--- config.mk ---
export PLATFORM = sky130hd
export DESIGN_NAME = tree_leaf_count_after_delete_unit_flat
export DESIGN_NICKNAME = d
export VERILOG_FILES = /design/src/rtl/core/tlcad_pkg.sv /design/src/rtl/core/tlcad_in_if.sv /design/src/rtl/core/tlcad_out_if.sv /design/src/rtl/core/tree_leaf_count_after_delete_unit.sv /design/src/flat_wrapper.sv
export SDC_FILE = /design/constraint.sdc
export NUM_CORES = 1
export LEC_CHECK = 0
export ABC_AREA = 1
export ABC_CLOCK_PERIOD_IN_PS = 4200
export BUFFER_PORTS_ARGS = -buffer_cell sky130_fd_sc_hd__clkbuf_2
export CAP_MARGIN = 20
export CORE_MARGIN = 10
export CORE_UTILIZATION = 30
export DETAILED_ROUTE_END_ITERATION = 7
export SYNTH_ARGS = -nofsm -noshare
export SYNTH_HDL_FRONTEND = slang
export SYNTH_SLANG_ARGS = --single-unit
--- constraint.sdc ---
create_clock -name i_clk -period 4.2 [get_ports i_clk]
set_input_delay 0.21 -clock i_clk [delete_from_list [all_inputs] [get_ports i_clk]]
set_output_delay 0.21 -clock i_clk [all_outputs]
set_load 0.02 [all_outputs]
--- src/rtl/core/tlcad_pkg.sv ---
package tlcad_pkg;

    localparam int MaxNodesDefault = 64;
    localparam int IdxW            = 6;
    localparam int CountW          = 7;
    localparam int LeafW           = 7;
    localparam int LeafMax         = 127;

    localparam logic ACT_LOAD  = 1'b0;
    localparam logic ACT_QUERY = 1'b1;

    // sequencer steps (micro-program addresses)
    typedef enum logic [3:0] {
        U_IDLE,
        U_CLR_RD,
        U_CLR_CHK,
        U_ROOT,
        U_MK_RD,
        U_MK_AL,
        U_MK_EV,
        U_CH_RD,
        U_CH_EV,
        U_LF_RD,
        U_LF_EV,
        U_DONE
    } t_ustep;

    // sequencing modes
    typedef enum logic [2:0] {
        J_NEXT,
        J_IDLE,
        J_LOOP,
        J_PASS,
        J_ROOT,
        J_EMIT
    } t_jump;

    typedef struct packed {
        logic   clear_wr;
        logic   root_scan;
        logic   root_set;
        logic   mark_eval;
        logic   child_eval;
        logic   leaf_eval;
        t_jump  jump;
        t_ustep target;
    } t_uword;

    typedef struct packed {
        logic            has_parent;
        logic [IdxW-1:0] parent;
    } t_pentry;

    // control store
    function automatic t_uword ucode(input t_ustep step);
        t_uword w;
        w        = '0;
        w.jump   = J_NEXT;
        w.target = U_IDLE;
        case (step)
            U_IDLE: begin
                w.jump = J_IDLE;
            end
            U_CLR_RD: begin
                w.clear_wr = 1'b1;
            end
            U_CLR_CHK: begin
                w.root_scan = 1'b1;
                w.jump      = J_LOOP;
                w.target    = U_CLR_RD;
            end
            U_ROOT: begin
                w.root_set = 1'b1;
                w.jump     = J_ROOT;
                w.target   = U_DONE;
            end
            U_MK_RD: begin
                w.jump = J_NEXT;
            end
            U_MK_AL: begin
                w.jump = J_NEXT;
            end
            U_MK_EV: begin
                w.mark_eval = 1'b1;
                w.jump      = J_PASS;
                w.target    = U_MK_RD;
            end
            U_CH_RD: begin
                w.jump = J_NEXT;
            end
            U_CH_EV: begin
                w.child_eval = 1'b1;
                w.jump       = J_LOOP;
                w.target     = U_CH_RD;
            end
            U_LF_RD: begin
                w.jump = J_NEXT;
            end
            U_LF_EV: begin
                w.leaf_eval = 1'b1;
                w.jump      = J_LOOP;
                w.target    = U_LF_RD;
            end
            U_DONE: begin
                w.jump   = J_EMIT;
                w.target = U_IDLE;
            end
            default: begin
                w.jump   = J_EMIT;
                w.target = U_IDLE;
            end
        endcase
        return w;
    endfunction

endpackage

--- src/rtl/core/tlcad_in_if.sv ---
interface tlcad_in_if;
    logic                          valid;
    logic                          ready;
    logic                          action;
    logic [tlcad_pkg::IdxW-1:0]    node_index;
    logic                          has_parent;
    logic [tlcad_pkg::IdxW-1:0]    parent_index;
    logic [tlcad_pkg::CountW-1:0]  node_count;
    logic [tlcad_pkg::IdxW-1:0]    delete_node;

    modport source (
        output valid, action, node_index, has_parent, parent_index, node_count, delete_node,
        input  ready
    );
    modport sink (
        input  valid, action, node_index, has_parent, parent_index, node_count, delete_node,
        output ready
    );
endinterface

--- src/rtl/core/tlcad_out_if.sv ---
interface tlcad_out_if;
    logic                         valid;
    logic                         ready;
    logic [tlcad_pkg::LeafW-1:0]  leaf_count;

    modport source (
        output valid, leaf_count,
        input  ready
    );
    modport sink (
        input  valid, leaf_count,
        output ready
    );
endinterface

--- src/rtl/core/tree_leaf_count_after_delete_unit.sv ---
// Leaf count after subtree removal.
// i_in carries two kinds of transfer. A load (action = load) writes one
// parent-table entry; loads are taken back to back.
// A query (action = query) gives a node count n and a node to delete and
// yields one transfer on o_res: the leaves left once that node's subtree
// is gone. Loads produce nothing on o_res.
// A query runs a micro-program over a single-ported parent table and two
// small mark memories, one node per step group:
//   clear + root scan, root check, marking passes, child marks, leaf count
//   and hand-off, in that order; a deleted root or n = 0 goes straight to
//   the hand-off. Marking passes repeat up to and including the first pass
//   that marks nothing new; their number is 2 plus the most links below the
//   root's children on one path whose parent has the higher index (1 when
//   nothing hangs below the root), so at most n.
// The marking pass rate is set by the table read followed by the mark read.
// i_in is ready only while the sequencer is idle; one query at a time.
// A finished count sits in an output register, so a new load or query is
// taken while o_res is stalled; a second query then waits at its hand-off.
// Reset (i_rst_n low, synchronous) idles the sequencer and empties the
// output register; the parent table keeps whatever it holds.
module tree_leaf_count_after_delete_unit #(
    parameter int MAX_NODES = tlcad_pkg::MaxNodesDefault
) (
    input  logic        i_clk,
    input  logic        i_rst_n,
    tlcad_in_if.sink    i_in,
    tlcad_out_if.source o_res
);

    localparam int AW = $clog2(MAX_NODES);
    localparam int NW = $clog2(MAX_NODES + 1);

    // storage
    tlcad_pkg::t_pentry r_ptab  [MAX_NODES];
    logic               r_alive [MAX_NODES];
    logic               r_hac   [MAX_NODES];

    // sequencer and datapath registers
    tlcad_pkg::t_ustep  r_step, n_step;
    logic [AW-1:0]      r_idx, n_idx;
    logic               r_changed, n_changed;
    logic [NW-1:0]      r_n;
    logic [tlcad_pkg::IdxW-1:0] r_del;
    logic [AW-1:0]      r_root;
    logic [NW-1:0]      r_cnt;
    tlcad_pkg::t_pentry r_tab_q;
    logic               r_alv_i;
    logic               r_alv_p;
    logic               r_hac_i;
    logic               r_out_valid;
    logic [tlcad_pkg::LeafW-1:0] r_out_leaf;

    tlcad_pkg::t_uword  uw;
    logic               in_fire;
    logic               query_fire;
    logic               load_fire;
    logic [NW-1:0]      n_sat;
    logic               idx_last;
    logic               par_in;
    logic               idx_is_del;
    logic               root_is_del;
    logic               mark_hit;
    logic               child_hit;
    logic               leaf_hit;
    logic               slot_free;
    logic               load_out;
    logic [tlcad_pkg::LeafW-1:0] leaf_sat;

    logic               alive_we, alive_wd;
    logic [AW-1:0]      alive_wa;
    logic               hac_we, hac_wd;
    logic [AW-1:0]      hac_wa;

    // current control word
    assign uw = tlcad_pkg::ucode(r_step);

    assign i_in.ready  = (r_step == tlcad_pkg::U_IDLE);
    assign in_fire     = i_in.valid && i_in.ready;
    assign query_fire  = in_fire && (i_in.action == tlcad_pkg::ACT_QUERY);
    assign load_fire   = in_fire && (i_in.action == tlcad_pkg::ACT_LOAD);

    // node count clamps to the table depth
    assign n_sat = (32'(i_in.node_count) > MAX_NODES) ? NW'(MAX_NODES)
                                                      : NW'(i_in.node_count);

    // per-node conditions
    assign idx_last    = (32'(r_idx) == 32'(r_n) - 32'd1);
    assign par_in      = (32'(r_tab_q.parent) < 32'(r_n));
    assign idx_is_del  = (32'(r_idx) == 32'(r_del));
    assign root_is_del = (32'(r_root) == 32'(r_del));

    // a node joins the survivors when its live parent is in range and it was
    // not the deleted node; already-live nodes don't count as a change
    assign mark_hit  = uw.mark_eval && !r_alv_i && !idx_is_del &&
                       r_tab_q.has_parent && par_in && r_alv_p;
    assign child_hit = uw.child_eval && r_alv_i && (r_idx != r_root) &&
                       r_tab_q.has_parent && par_in;
    assign leaf_hit  = uw.leaf_eval && r_alv_i && !r_hac_i;

    assign slot_free = !r_out_valid || o_res.ready;
    assign leaf_sat  = (32'(r_cnt) > tlcad_pkg::LeafMax) ? tlcad_pkg::LeafW'(tlcad_pkg::LeafMax)
                                                         : tlcad_pkg::LeafW'(r_cnt);

    // next step
    always_comb begin
        n_step    = r_step;
        n_idx     = r_idx;
        n_changed = r_changed | mark_hit;
        case (uw.jump)
            tlcad_pkg::J_IDLE: begin
                if (query_fire) begin
                    n_idx  = '0;
                    n_step = (n_sat == '0) ? tlcad_pkg::U_DONE : tlcad_pkg::U_CLR_RD;
                end
            end
            tlcad_pkg::J_NEXT: begin
                n_step = tlcad_pkg::t_ustep'(4'(r_step) + 4'd1);
            end
            tlcad_pkg::J_LOOP: begin
                if (idx_last) begin
                    n_idx  = '0;
                    n_step = tlcad_pkg::t_ustep'(4'(r_step) + 4'd1);
                end else begin
                    n_idx  = AW'(r_idx + 1'b1);
                    n_step = uw.target;
                end
            end
            tlcad_pkg::J_PASS: begin
                if (!idx_last) begin
                    n_idx  = AW'(r_idx + 1'b1);
                    n_step = uw.target;
                end else begin
                    n_idx = '0;
                    // rerun until a pass adds nobody
                    if (r_changed || mark_hit) begin
                        n_changed = 1'b0;
                        n_step    = uw.target;
                    end else begin
                        n_step = tlcad_pkg::t_ustep'(4'(r_step) + 4'd1);
                    end
                end
            end
            tlcad_pkg::J_ROOT: begin
                n_changed = 1'b0;
                if (root_is_del) begin
                    n_step = uw.target;
                end else begin
                    n_step = tlcad_pkg::t_ustep'(4'(r_step) + 4'd1);
                end
            end
            tlcad_pkg::J_EMIT: begin
                if (slot_free) begin
                    n_step = uw.target;
                end
            end
            default: begin
                n_step = tlcad_pkg::U_IDLE;
            end
        endcase
    end

    // datapath strobes
    always_comb begin
        alive_we = 1'b0;
        alive_wa = r_idx;
        alive_wd = 1'b0;
        hac_we   = 1'b0;
        hac_wa   = r_idx;
        hac_wd   = 1'b0;
        if (uw.clear_wr) begin
            alive_we = 1'b1;
            hac_we   = 1'b1;
        end
        if (uw.root_set && !root_is_del) begin
            alive_we = 1'b1;
            alive_wa = r_root;
            alive_wd = 1'b1;
        end
        if (mark_hit) begin
            alive_we = 1'b1;
            alive_wd = 1'b1;
        end
        if (child_hit) begin
            hac_we = 1'b1;
            hac_wa = AW'(r_tab_q.parent);
            hac_wd = 1'b1;
        end
    end

    assign load_out = (uw.jump == tlcad_pkg::J_EMIT) && slot_free;

    // control registers
    always_ff @(posedge i_clk) begin
        if (!i_rst_n) begin
            r_step      <= tlcad_pkg::U_IDLE;
            r_out_valid <= 1'b0;
            r_changed   <= 1'b0;
        end else begin
            r_step    <= n_step;
            r_changed <= n_changed;
            if (load_out) begin
                r_out_valid <= 1'b1;
            end else if (o_res.ready) begin
                r_out_valid <= 1'b0;
            end
        end
    end

    // datapath registers
    always_ff @(posedge i_clk) begin
        r_idx <= n_idx;
        if (query_fire) begin
            r_n    <= n_sat;
            r_del  <= i_in.delete_node;
            r_root <= '0;
            r_cnt  <= '0;
        end else begin
            if (uw.root_scan && !r_tab_q.has_parent) begin
                r_root <= r_idx;
            end
            if (leaf_hit) begin
                r_cnt <= NW'(r_cnt + 1'b1);
            end
        end
        if (load_out) begin
            r_out_leaf <= leaf_sat;
        end
    end

    // memory reads, registered
    always_ff @(posedge i_clk) begin
        r_tab_q <= r_ptab[r_idx];
        r_alv_i <= r_alive[r_idx];
        r_alv_p <= r_alive[AW'(r_tab_q.parent)];
        r_hac_i <= r_hac[r_idx];
    end

    // memory writes
    always_ff @(posedge i_clk) begin
        if (load_fire && (32'(i_in.node_index) < MAX_NODES)) begin
            r_ptab[AW'(i_in.node_index)] <= '{has_parent: i_in.has_parent,
                                              parent:     i_in.parent_index};
        end
    end

    always_ff @(posedge i_clk) begin
        if (alive_we) begin
            r_alive[alive_wa] <= alive_wd;
        end
    end

    always_ff @(posedge i_clk) begin
        if (hac_we) begin
            r_hac[hac_wa] <= hac_wd;
        end
    end

    assign o_res.valid      = r_out_valid;
    assign o_res.leaf_count = r_out_leaf;

    // checks
    a_query_starts: assert property (@(posedge i_clk) disable iff (!i_rst_n)
        (query_fire && (n_sat != '0)) |=> (r_step == tlcad_pkg::U_CLR_RD))
        else $error("query did not start the clear sweep");

    a_idx_in_range: assert property (@(posedge i_clk) disable iff (!i_rst_n)
        ((r_step != tlcad_pkg::U_IDLE) && (r_step != tlcad_pkg::U_DONE))
            |-> (32'(r_idx) < 32'(r_n)))
        else $error("node index ran past the node count");

    a_done_holds: assert property (@(posedge i_clk) disable iff (!i_rst_n)
        ((r_step == tlcad_pkg::U_DONE) && !slot_free) |=> (r_step == tlcad_pkg::U_DONE))
        else $error("result hand-off left while output was full");

    a_leaf_bound: assert property (@(posedge i_clk) disable iff (!i_rst_n)
        r_out_valid |-> (32'(r_out_leaf) <= MAX_NODES))
        else $error("leaf count above node capacity");

endmodule
--- src/flat_wrapper.sv ---
// flat-port wrapper written by rule: the top's interface ports become plain ports
module tree_leaf_count_after_delete_unit_flat 
#(
    parameter int MAX_NODES = tlcad_pkg::MaxNodesDefault
)
  (i_clk, i_rst_n, i_in_valid, i_in_action, i_in_node_index, i_in_has_parent, i_in_parent_index, i_in_node_count, i_in_delete_node, i_in_ready, o_res_valid, o_res_leaf_count, o_res_ready);
  tlcad_in_if i_in_i ();
  tlcad_out_if o_res_i ();
  input  logic i_clk;
  input  logic i_rst_n;
  input wire logic [$bits(i_in_i.valid)-1:0] i_in_valid;
  input wire logic [$bits(i_in_i.action)-1:0] i_in_action;
  input wire logic [$bits(i_in_i.node_index)-1:0] i_in_node_index;
  input wire logic [$bits(i_in_i.has_parent)-1:0] i_in_has_parent;
  input wire logic [$bits(i_in_i.parent_index)-1:0] i_in_parent_index;
  input wire logic [$bits(i_in_i.node_count)-1:0] i_in_node_count;
  input wire logic [$bits(i_in_i.delete_node)-1:0] i_in_delete_node;
  output wire logic [$bits(i_in_i.ready)-1:0] i_in_ready;
  output wire logic [$bits(o_res_i.valid)-1:0] o_res_valid;
  output wire logic [$bits(o_res_i.leaf_count)-1:0] o_res_leaf_count;
  input wire logic [$bits(o_res_i.ready)-1:0] o_res_ready;
  assign i_in_i.valid = i_in_valid;
  assign i_in_i.action = i_in_action;
  assign i_in_i.node_index = i_in_node_index;
  assign i_in_i.has_parent = i_in_has_parent;
  assign i_in_i.parent_index = i_in_parent_index;
  assign i_in_i.node_count = i_in_node_count;
  assign i_in_i.delete_node = i_in_delete_node;
  assign i_in_ready = i_in_i.ready;
  assign o_res_valid = o_res_i.valid;
  assign o_res_leaf_count = o_res_i.leaf_count;
  assign o_res_i.ready = o_res_ready;
  tree_leaf_count_after_delete_unit #(.MAX_NODES(MAX_NODES)) u_core (.i_clk(i_clk), .i_rst_n(i_rst_n), .i_in(i_in_i), .o_res(o_res_i));
endmodule
==> results of run 1 <==
[critical path, cell delays in order (launching register included)]
cell     delay (ns)
dfxtp_1        0.36
inv_1          0.13
ha_1           0.28
nand2_1        0.13
inv_1          0.12
nand2_1        0.06
nor2_1         0.45
inv_1          0.17
nor2_1         0.23
nand3_1        0.58
nor2_1         0.70
[synthesized netlist by cell type (9+ instances only)]
| cell | n |
|---|---|
| edfxtp_1 | 602 |
| nor2_1 | 601 |
| o21ai_0 | 344 |
| nand2_1 | 224 |
| clkbuf_1 | 110 |
| o22ai_1 | 108 |
| nand3_1 | 87 |
| inv_1 | 84 |
| o221ai_1 | 54 |
| nand4_1 | 37 |
| a21oi_1 | 29 |
| dfxtp_1 | 29 |
| o211ai_1 | 24 |
| buf_2 | 20 |
| nand4_2 | 16 |
| ha_1 | 12 |
| o21ai_2 | 12 |
| inv_2 | 10 |
| xor2_1 | 9 |
[per-layer routing]
metal  share of wire, %  wire length (um)
met3                8.0              6055
met2                 46             34930
met5                  0                 0
met1                 43             32480
met4                2.5              1872
[layout make-up]
| cell class | instances | share of cell area [%] |
|---|---|---|
| Sequential cell | 631 | 59.98 |
| Multi-Input combinational cell | 1600 | 25.16 |
| Tap cell | 1176 | 4.730 |
| Clock inverter | 51 | 1.697 |
| Clock buffer | 64 | 5.011 |
| Timing Repair Buffer | 92 | 2.188 |
| Inverter | 98 | 1.239 |
[stage by stage]
step	setup WS (ns)	hold WS [ns]
floorplan	1.789	0.3076
global placement	0.7849	0.3906
detailed placement	0.7428	0.3906
CTS	0.6963	0.04621
global route	0.4666	0.1014
finish	0.5840	0.06827
[sequential cells by signal, summed over array words and instances, names as in the netlist]
signal,count
u_core.o_res.leaf_count,7
u_core.leaf_sat,7
u_core.r_step,4
u_core.r_n,7
u_core.r_hac_i,1
u_core.r_changed,1
u_core.r_ptab,448
u_core.o_res.valid,1
u_core.r_del,6
u_core.r_alive,64
u_core.r_hac,64
u_core.r_root,6
u_core.r_idx,6
u_core.r_tab_q,7
u_core.r_alv_i,1
u_core.r_alv_p,1
[power breakdown]
group          leakage [nW]  total (mW)  switching, mW  internal [mW]
logic                  3.58        6.27           4.61           1.65
registers              5.71        7.26          0.199           7.06
clock network          1.01        5.72           2.52           3.21
[worst max-delay path by stage]
| stage | start | end | slack (ns) | cells after the start |
|---|---|---|---|---|
| floorplan | u_core.r_n[2] | u_core.r_hac[0] | 1.79 | 8 |
| global placement | u_core.r_step[0] | u_core.r_ptab[14][0] | 0.78 | 10 |
| detailed placement | u_core.r_step[0] | u_core.r_ptab[38][6] | 0.74 | 10 |
| CTS | u_core.r_step[0] | u_core.r_ptab[38][6] | 0.70 | 10 |
| global route | u_core.r_step[0] | u_core.r_ptab[62][1] | 0.47 | 10 |
| finish | u_core.r_step[0] | u_core.r_ptab[38][6] | 0.58 | 10 |
[kinds of logic after synthesis]
family          share of synthesized area, %
buf+inv                                3.634
simple gates                           15.06
compound gates                         12.37
flops                                  67.91
fa+ha+maj                             0.5465
xor+xnor                              0.4782
[repair_timing]
action                                 CTS  global route
hold buffers                            15             0
setup endpoints to repair                0             0
endpoints found under the hold margin   19             0
[cell usage in the layout, fill, tap and decap left out, drive strengths merged]
| master | instances |
|---|---|
| nor3 | 5 |
| o211ai | 24 |
| dlygate4sd3 | 15 |
| a31oi | 1 |
| ha | 12 |
| clkinvlp | 5 |
| nand4 | 53 |
| edfxtp | 602 |
| nor3b | 1 |
| clkinv | 40 |
| bufinv | 8 |
| xor2 | 9 |
| nand2 | 231 |
| nor4 | 4 |
| o221ai | 54 |
| a21oi | 32 |
| o31ai | 1 |
| clkbuf | 103 |
| inv | 96 |
| nor2 | 606 |
| or2 | 2 |
| xnor2 | 6 |
| dfxtp | 29 |
| o22ai | 108 |
| a22oi | 1 |
| buf | 38 |
| a21boi | 1 |
| nand3 | 89 |
| o21ai | 360 |
==> impl_metrics.yaml, run 1 <==
die:
  die_x_um: 322.6
  die_height_um: 322.6
  die_area_um2: 104100
  io_pins: 40
  num_rows: 110
  initial_utilization_pct: 30.38
  fp.coreArea_um2: 90420
power_and_ir_drop:
  vdd_drop_max_mv: 0.4483
  power_density_nw_per_um2: 618.9
  p_total_mw: 19.25
  leakage_nw: 10.31
placed_design:
  gp_congestion: 0.8593
  dp.cells: 3582
  port_buffers: 39
  dp_hpwl_mm: 44.99
  dpl-instance-area_um2: 28870
sta:
  rsz0062_at_grt: "false"
  hold_violations: 0
  finalCritPeriodShare_pct: 86.10
  max_freq_mhz: 276.5
  setup_viol: 0
  skew_ns: 0.03619
  tightest_slew_ns: 1.123
  relSlewSlack_pct: 24.98
  finalMaxSlewViolations: 0
  min_period_ns: 3.616
  fin_tns_setup_ns: 0
worst_hold_path:
  min_path_type: "input pin to register"
  hold_depth: 5
  hold_start: "i_in_valid"
  worstHoldEndpoint: "u_core.leaf_sat[2]"
grt:
  top_usage_layer: "met2"
  grt_pass1_vias: 18611
  met1_usage_pct: 19.08
  antenna_found_initial: 1
  grt_max_degree: 149
  grt_use_met2_pct: 22.71
  grt_usage_pct: 14.05
  grt_overflow: 0
  use_met3_pct: 2.417
  grt_pass1_wl_mm: 114.0
yosys:
  synth_top_cell_by_area: "edfxtp_1"
  yosysUniqueCellTypes: 41
  synthArstFlopShare_pct: 0
  syn_area_um2: 27480
  yosys_warnings: 0
  synth-main-ff-cell: "edfxtp_1"
  netlist_instances: 2472
  synthDominantCellAreaShare_pct: 65.80
  synth-seq-cells: 631
  synthTopCellsByArea: "edfxtp_1 (66%), nor2_1 (8.2%), o21ai_0 (6.3%)"
  syn_area_per_cell_um2: 11.11
  synth-edff-count: 602
  syn-num-nets: 2515
  yosysSeqAreaShare_pct: 67.91
layout:
  synthToLayoutAreaGrowth_pct: 13.22
  n_fill_cell: 8847
  multi_input_area_um2: 7826
  drive_above_1_share_pct: 9.503
  n_antenna_cell: 0
  final_core_util_pct: 34.40
  register_area_um2: 18660
  stdcell_count: 3712
  final_area_um2: 31110
  nets: 2527
clock_tree:
  clock_tree.buffer_depth: 3
  insertion_delay_ns: 0.67
  cts_tree: "yes"
  cts_max_level: 2
  clkTransAtPathRegs_ns: 0.06
  post_cts_buffers: 0
  cts_resized: 0
  cts_root_buf: "clkbuf_16"
  clock-sinks: 631
  cts_buffers: 61
worst_setup_path:
  ff2ff_setup_slack_ns: 0.58
  timing.rr.end: "u_core.r_ptab[38][6]"
  worst_setup_path_end_kind: "register"
  rr_startpoint: "u_core.r_step[0]"
  path_class: "register to register"
  crit_required_ns: 4.46
  rr_worst_depth: 10
  critPathLaunchType: "register"
  crit_fanout: 8
  cp.arrival_ns: 3.88
detailed_routing:
  drc: 0
  ant_nets: 0
  vias: 19436
  drtPass1Iterations: 6
  vias_per_cell: 5.236
  routedWlPerCell_um: 20.30
  drtIter0Drc: 2292
  drt_wl_total_mm: 75.34
flow_run:
  cap_violations: 0
status:
  status: "completed"
Power figures use the tool's default switching activity.
==> run 2: changes to the inputs <==
--- a/config.mk
+++ b/config.mk
@@ -5,7 +5,6 @@
 export SDC_FILE = /design/constraint.sdc
 export NUM_CORES = 1
 export LEC_CHECK = 0
-export ABC_AREA = 1
 export ABC_CLOCK_PERIOD_IN_PS = 4200
 export BUFFER_PORTS_ARGS = -buffer_cell sky130_fd_sc_hd__clkbuf_2
 export CAP_MARGIN = 20
==> run 2 against run 1 <==
Compared with the run above: sequential cell count unchanged; design area decreased by 2.2%; die area decreased by 2.0%; clock skew decreased by 0.0084 ns.
==> impl_metrics.yaml, run 2 <==
status:
  status: "completed"
detailed_routing:
  vias_per_cell: 5.103
  ant_nets: 0
  drtPass1Iterations: 7
  drt_wl_total_mm: 62.16
  vias: 14090
  drtIter0Drc: 1322
  routedWlPerCell_um: 22.51
  drc: 0
power_and_ir_drop:
  leakage_nw: 9.361
  p_int_mw: 12.54
  power_density_nw_per_um2: 597.0
  switching_share_pct: 30.97
  p_seq_share_pct: 40.6
  switchingPower_mw: 5.626
  vdd_drop_max_mv: 0.4229
  p_clk_share_pct: 28.9
  power_frac_comb_pct: 30.5
yosys:
  synthArstFlopShare_pct: 0
  synth_most_common_cell: "edfxtp_1"
  syn_area_per_cell_um2: 18.04
  synth-xor-area-share_pct: 1.043
  syn-num-nets: 1533
  syn_area_um2: 26880
  synth-seq-cells: 631
  synth_common_cells: "edfxtp_1 (602), nor2_1 (230), mux4_2 (210)"
  synth-simple-area-share_pct: 6.768
  yosysSeqAreaShare_pct: 69.41
  yosys_warnings: 0
  synth-compound-area-share_pct: 2.444
  synth_top_cell_by_area: "edfxtp_1"
  synth-edff-count: 602
  synth_top_family_by_area: "multiplexers"
  synth_mux_area_share_pct: 17.94
  synth-main-ff-cell: "edfxtp_1"
  synthDominantCellAreaShare_pct: 67.25
  synthTopCellsByArea: "edfxtp_1 (67%), mux4_2 (18%), nor2_1 (3.2%)"
  netlist_instances: 1490
  synth_fa_ha_area_share_pct: 0.5586
  yosysUniqueCellTypes: 71
placed_design:
  dpl-instance-area_um2: 28390
  port_buffers: 39
  gp_congestion: 0.8199
  dp_hpwl_mm: 38.95
grt:
  grt_pass1_vias: 14402
  grt_pass1_wl_mm: 94.42
  grt_max_degree: 112
  grt_usage_pct: 11.95
  antenna_found_initial: 2
  grt_overflow: 0
sta:
  setup_viol: 0
  fin_tns_setup_ns: 0
  relSlewSlack_pct: 30.74
  max_freq_mhz: 248.0
  hold_violations: 0
  rsz0062_at_grt: "false"
  min_period_ns: 4.032
  finalMaxSlewViolations: 0
  skew_ns: 0.02781
  tightest_slew_ns: 1.037
  finalCritPeriodShare_pct: 96.00
worst_setup_path:
  cp_slowest_cell: "nor3b_2"
  path_delay_family: "simple AND/OR/NAND/NOR gates"
  cpMostUsedCell: "nand2_1"
  critPathLaunchType: "register"
  rr_startpoint: "u_core.r_step[0]"
  critPathMaxStageDelay_ns: 0.81
  path_buf_inv: 1
  worst_setup_path_end_kind: "register"
  ff2ff_setup_slack_ns: 0.17
  cp.arrival_ns: 4.28
  crit_required_ns: 4.45
  path_class: "register to register"
  crit_chain: "inv_1 -> ha_1 -> nor3b_2 -> nand2_1 -> nor3b_1 -> nand2_1 -> nor2_1"
  timing.rr.end: "u_core.r_ptab[41][6]"
  rr_worst_depth: 7
  crit_fanout: 11
die:
  die_x_um: 319.3
  num_rows: 109
  io_pins: 40
  fp.coreArea_um2: 88650
  die_area_um2: 102000
  initial_utilization_pct: 30.32
  die_height_um: 319.3
clock_tree:
  cts_resized: 0
  cts_buffers: 59
  cts_max_level: 2
  insertion_delay_ns: 0.64
  clock-sinks: 631
  clock_tree.buffer_depth: 3
  cts_tree: "yes"
  cts_root_buf: "clkbuf_16"
  clkTransAtPathRegs_ns: 0.06
layout:
  reg_top3: "u_core.r_ptab (448), u_core.r_alive (64), u_core.r_hac (64)"
  regMostFlops: "u_core.r_ptab"
  synthToLayoutAreaGrowth_pct: 13.21
  final_cell_mix: "edfxtp_1 (602), nor2_1 (230), mux4_2 (210), clkbuf_16 (59), nand2_1 (57)"
  largest_reg_flops: 448
  layout_commonest_cell: "edfxtp_1"
  drive_above_1_share_pct: 23.87
  nets: 1591
  n_antenna_cell: 0
  final_area_um2: 30430
flow_run:
  cap_violations: 0
worst_hold_path:
  hold_start: "i_in_parent_index[5]"
  worstHoldEndpoint: "u_core.r_ptab[53][5]"
  hold_depth: 1
  min_path_type: "input pin to register"
-- run 2: cell types whose count changed in the layout (fill, tap and decap cells not counted), sizes merged, moves of 16 or more --
cell | previous run | this run
o211ai | 24 | 7
mux4 | 0 | 210
nor2 | 606 | 230
o221ai | 54 | 2
a21oi | 32 | 16
xnor2 | 6 | 24
o21ai | 360 | 14
nand4 | 53 | 3
nor2b | 0 | 22
nand3 | 89 | 19
o22ai | 108 | 5
nand2 | 231 | 57
inv | 96 | 19
-- run 2: kinds of logic after synthesis --
kind of cell / Yosys count
muxes: 219
buffers and inverters: 106
xor gates and xnor gates: 32
and+or+nand+nor: 399
AOI/OAI and AO/OA: 91
DFF: 631
adders and majority gates: 12
-- run 2: power by group through the flow --
stage	registers, mW	clock network [mW]	logic (mW)
after floorplan	7.40	0	4.05
after global placement	7.50	0	5.53
after detailed placement	7.51	0	5.56
after CTS	7.38	5.37	5.59
after global routing	7.40	5.63	5.92
final	7.38	5.25	5.53
-- run 2: layout make-up --
type                    instances  area [um2]
clock buffers                  69        1514
clock inverters                40       374.1
fillers                      8357       58220
inverters                      18       67.56
multi-input cells             753        7744
flip-flops and latches        631       18660
well taps                    1165        1458
repair buffers                 85       615.6
-- run 2: layer usage --
| metal | track usage, % | part of all wire (%) | vias to the layer above |
|---|---|---|---|
| li1 | - | - | 6092 |
| met1 | 16.66 | 44 | 7410 |
| met2 | 19.20 | 48 | 505 |
| met3 | 2.159 | 6.6 | 79 |
| met4 | 2.846 | 1.7 | 4 |
| met5 | 0 | 0.034 | - |
-- run 2: through the flow --
stage	worst slack (ns)	hold WS (ns)	power [mW]	util, %	instances
detailed placement	0.3774	0.3920	13.07	32.03	2637
floorplan	1.349	0.3089	11.45	-	1490
CTS	0.3667	0.2301	18.34	34.33	2761
finish	0.1679	0.2496	18.17	34.33	2761
global route	0.07778	0.2843	18.95	34.33	2761
global placement	0.5538	0.3956	13.03	32.03	2637
-- run 2: how the worst max path moves through the flow --
stage,from,endpoint,slack [ns],cells after the start
global route,u_core.r_step[0],u_core.r_ptab[63][6],0.08,7
detailed placement,u_core.r_step[0],u_core.r_ptab[7][3],0.38,7
global placement,u_core.r_step[0],u_core.r_ptab[43][0],0.55,7
finish,u_core.r_step[0],u_core.r_ptab[41][6],0.17,7
CTS,u_core.r_step[0],u_core.r_ptab[7][4],0.37,7
floorplan,u_core.r_n[4],u_core.r_hac[15],1.35,11
-- run 2: timing repair --
action,4_1_cts,5_1_grt
hold buffers,15,0
endpoints found under the hold margin,19,0
setup buffers,0,0
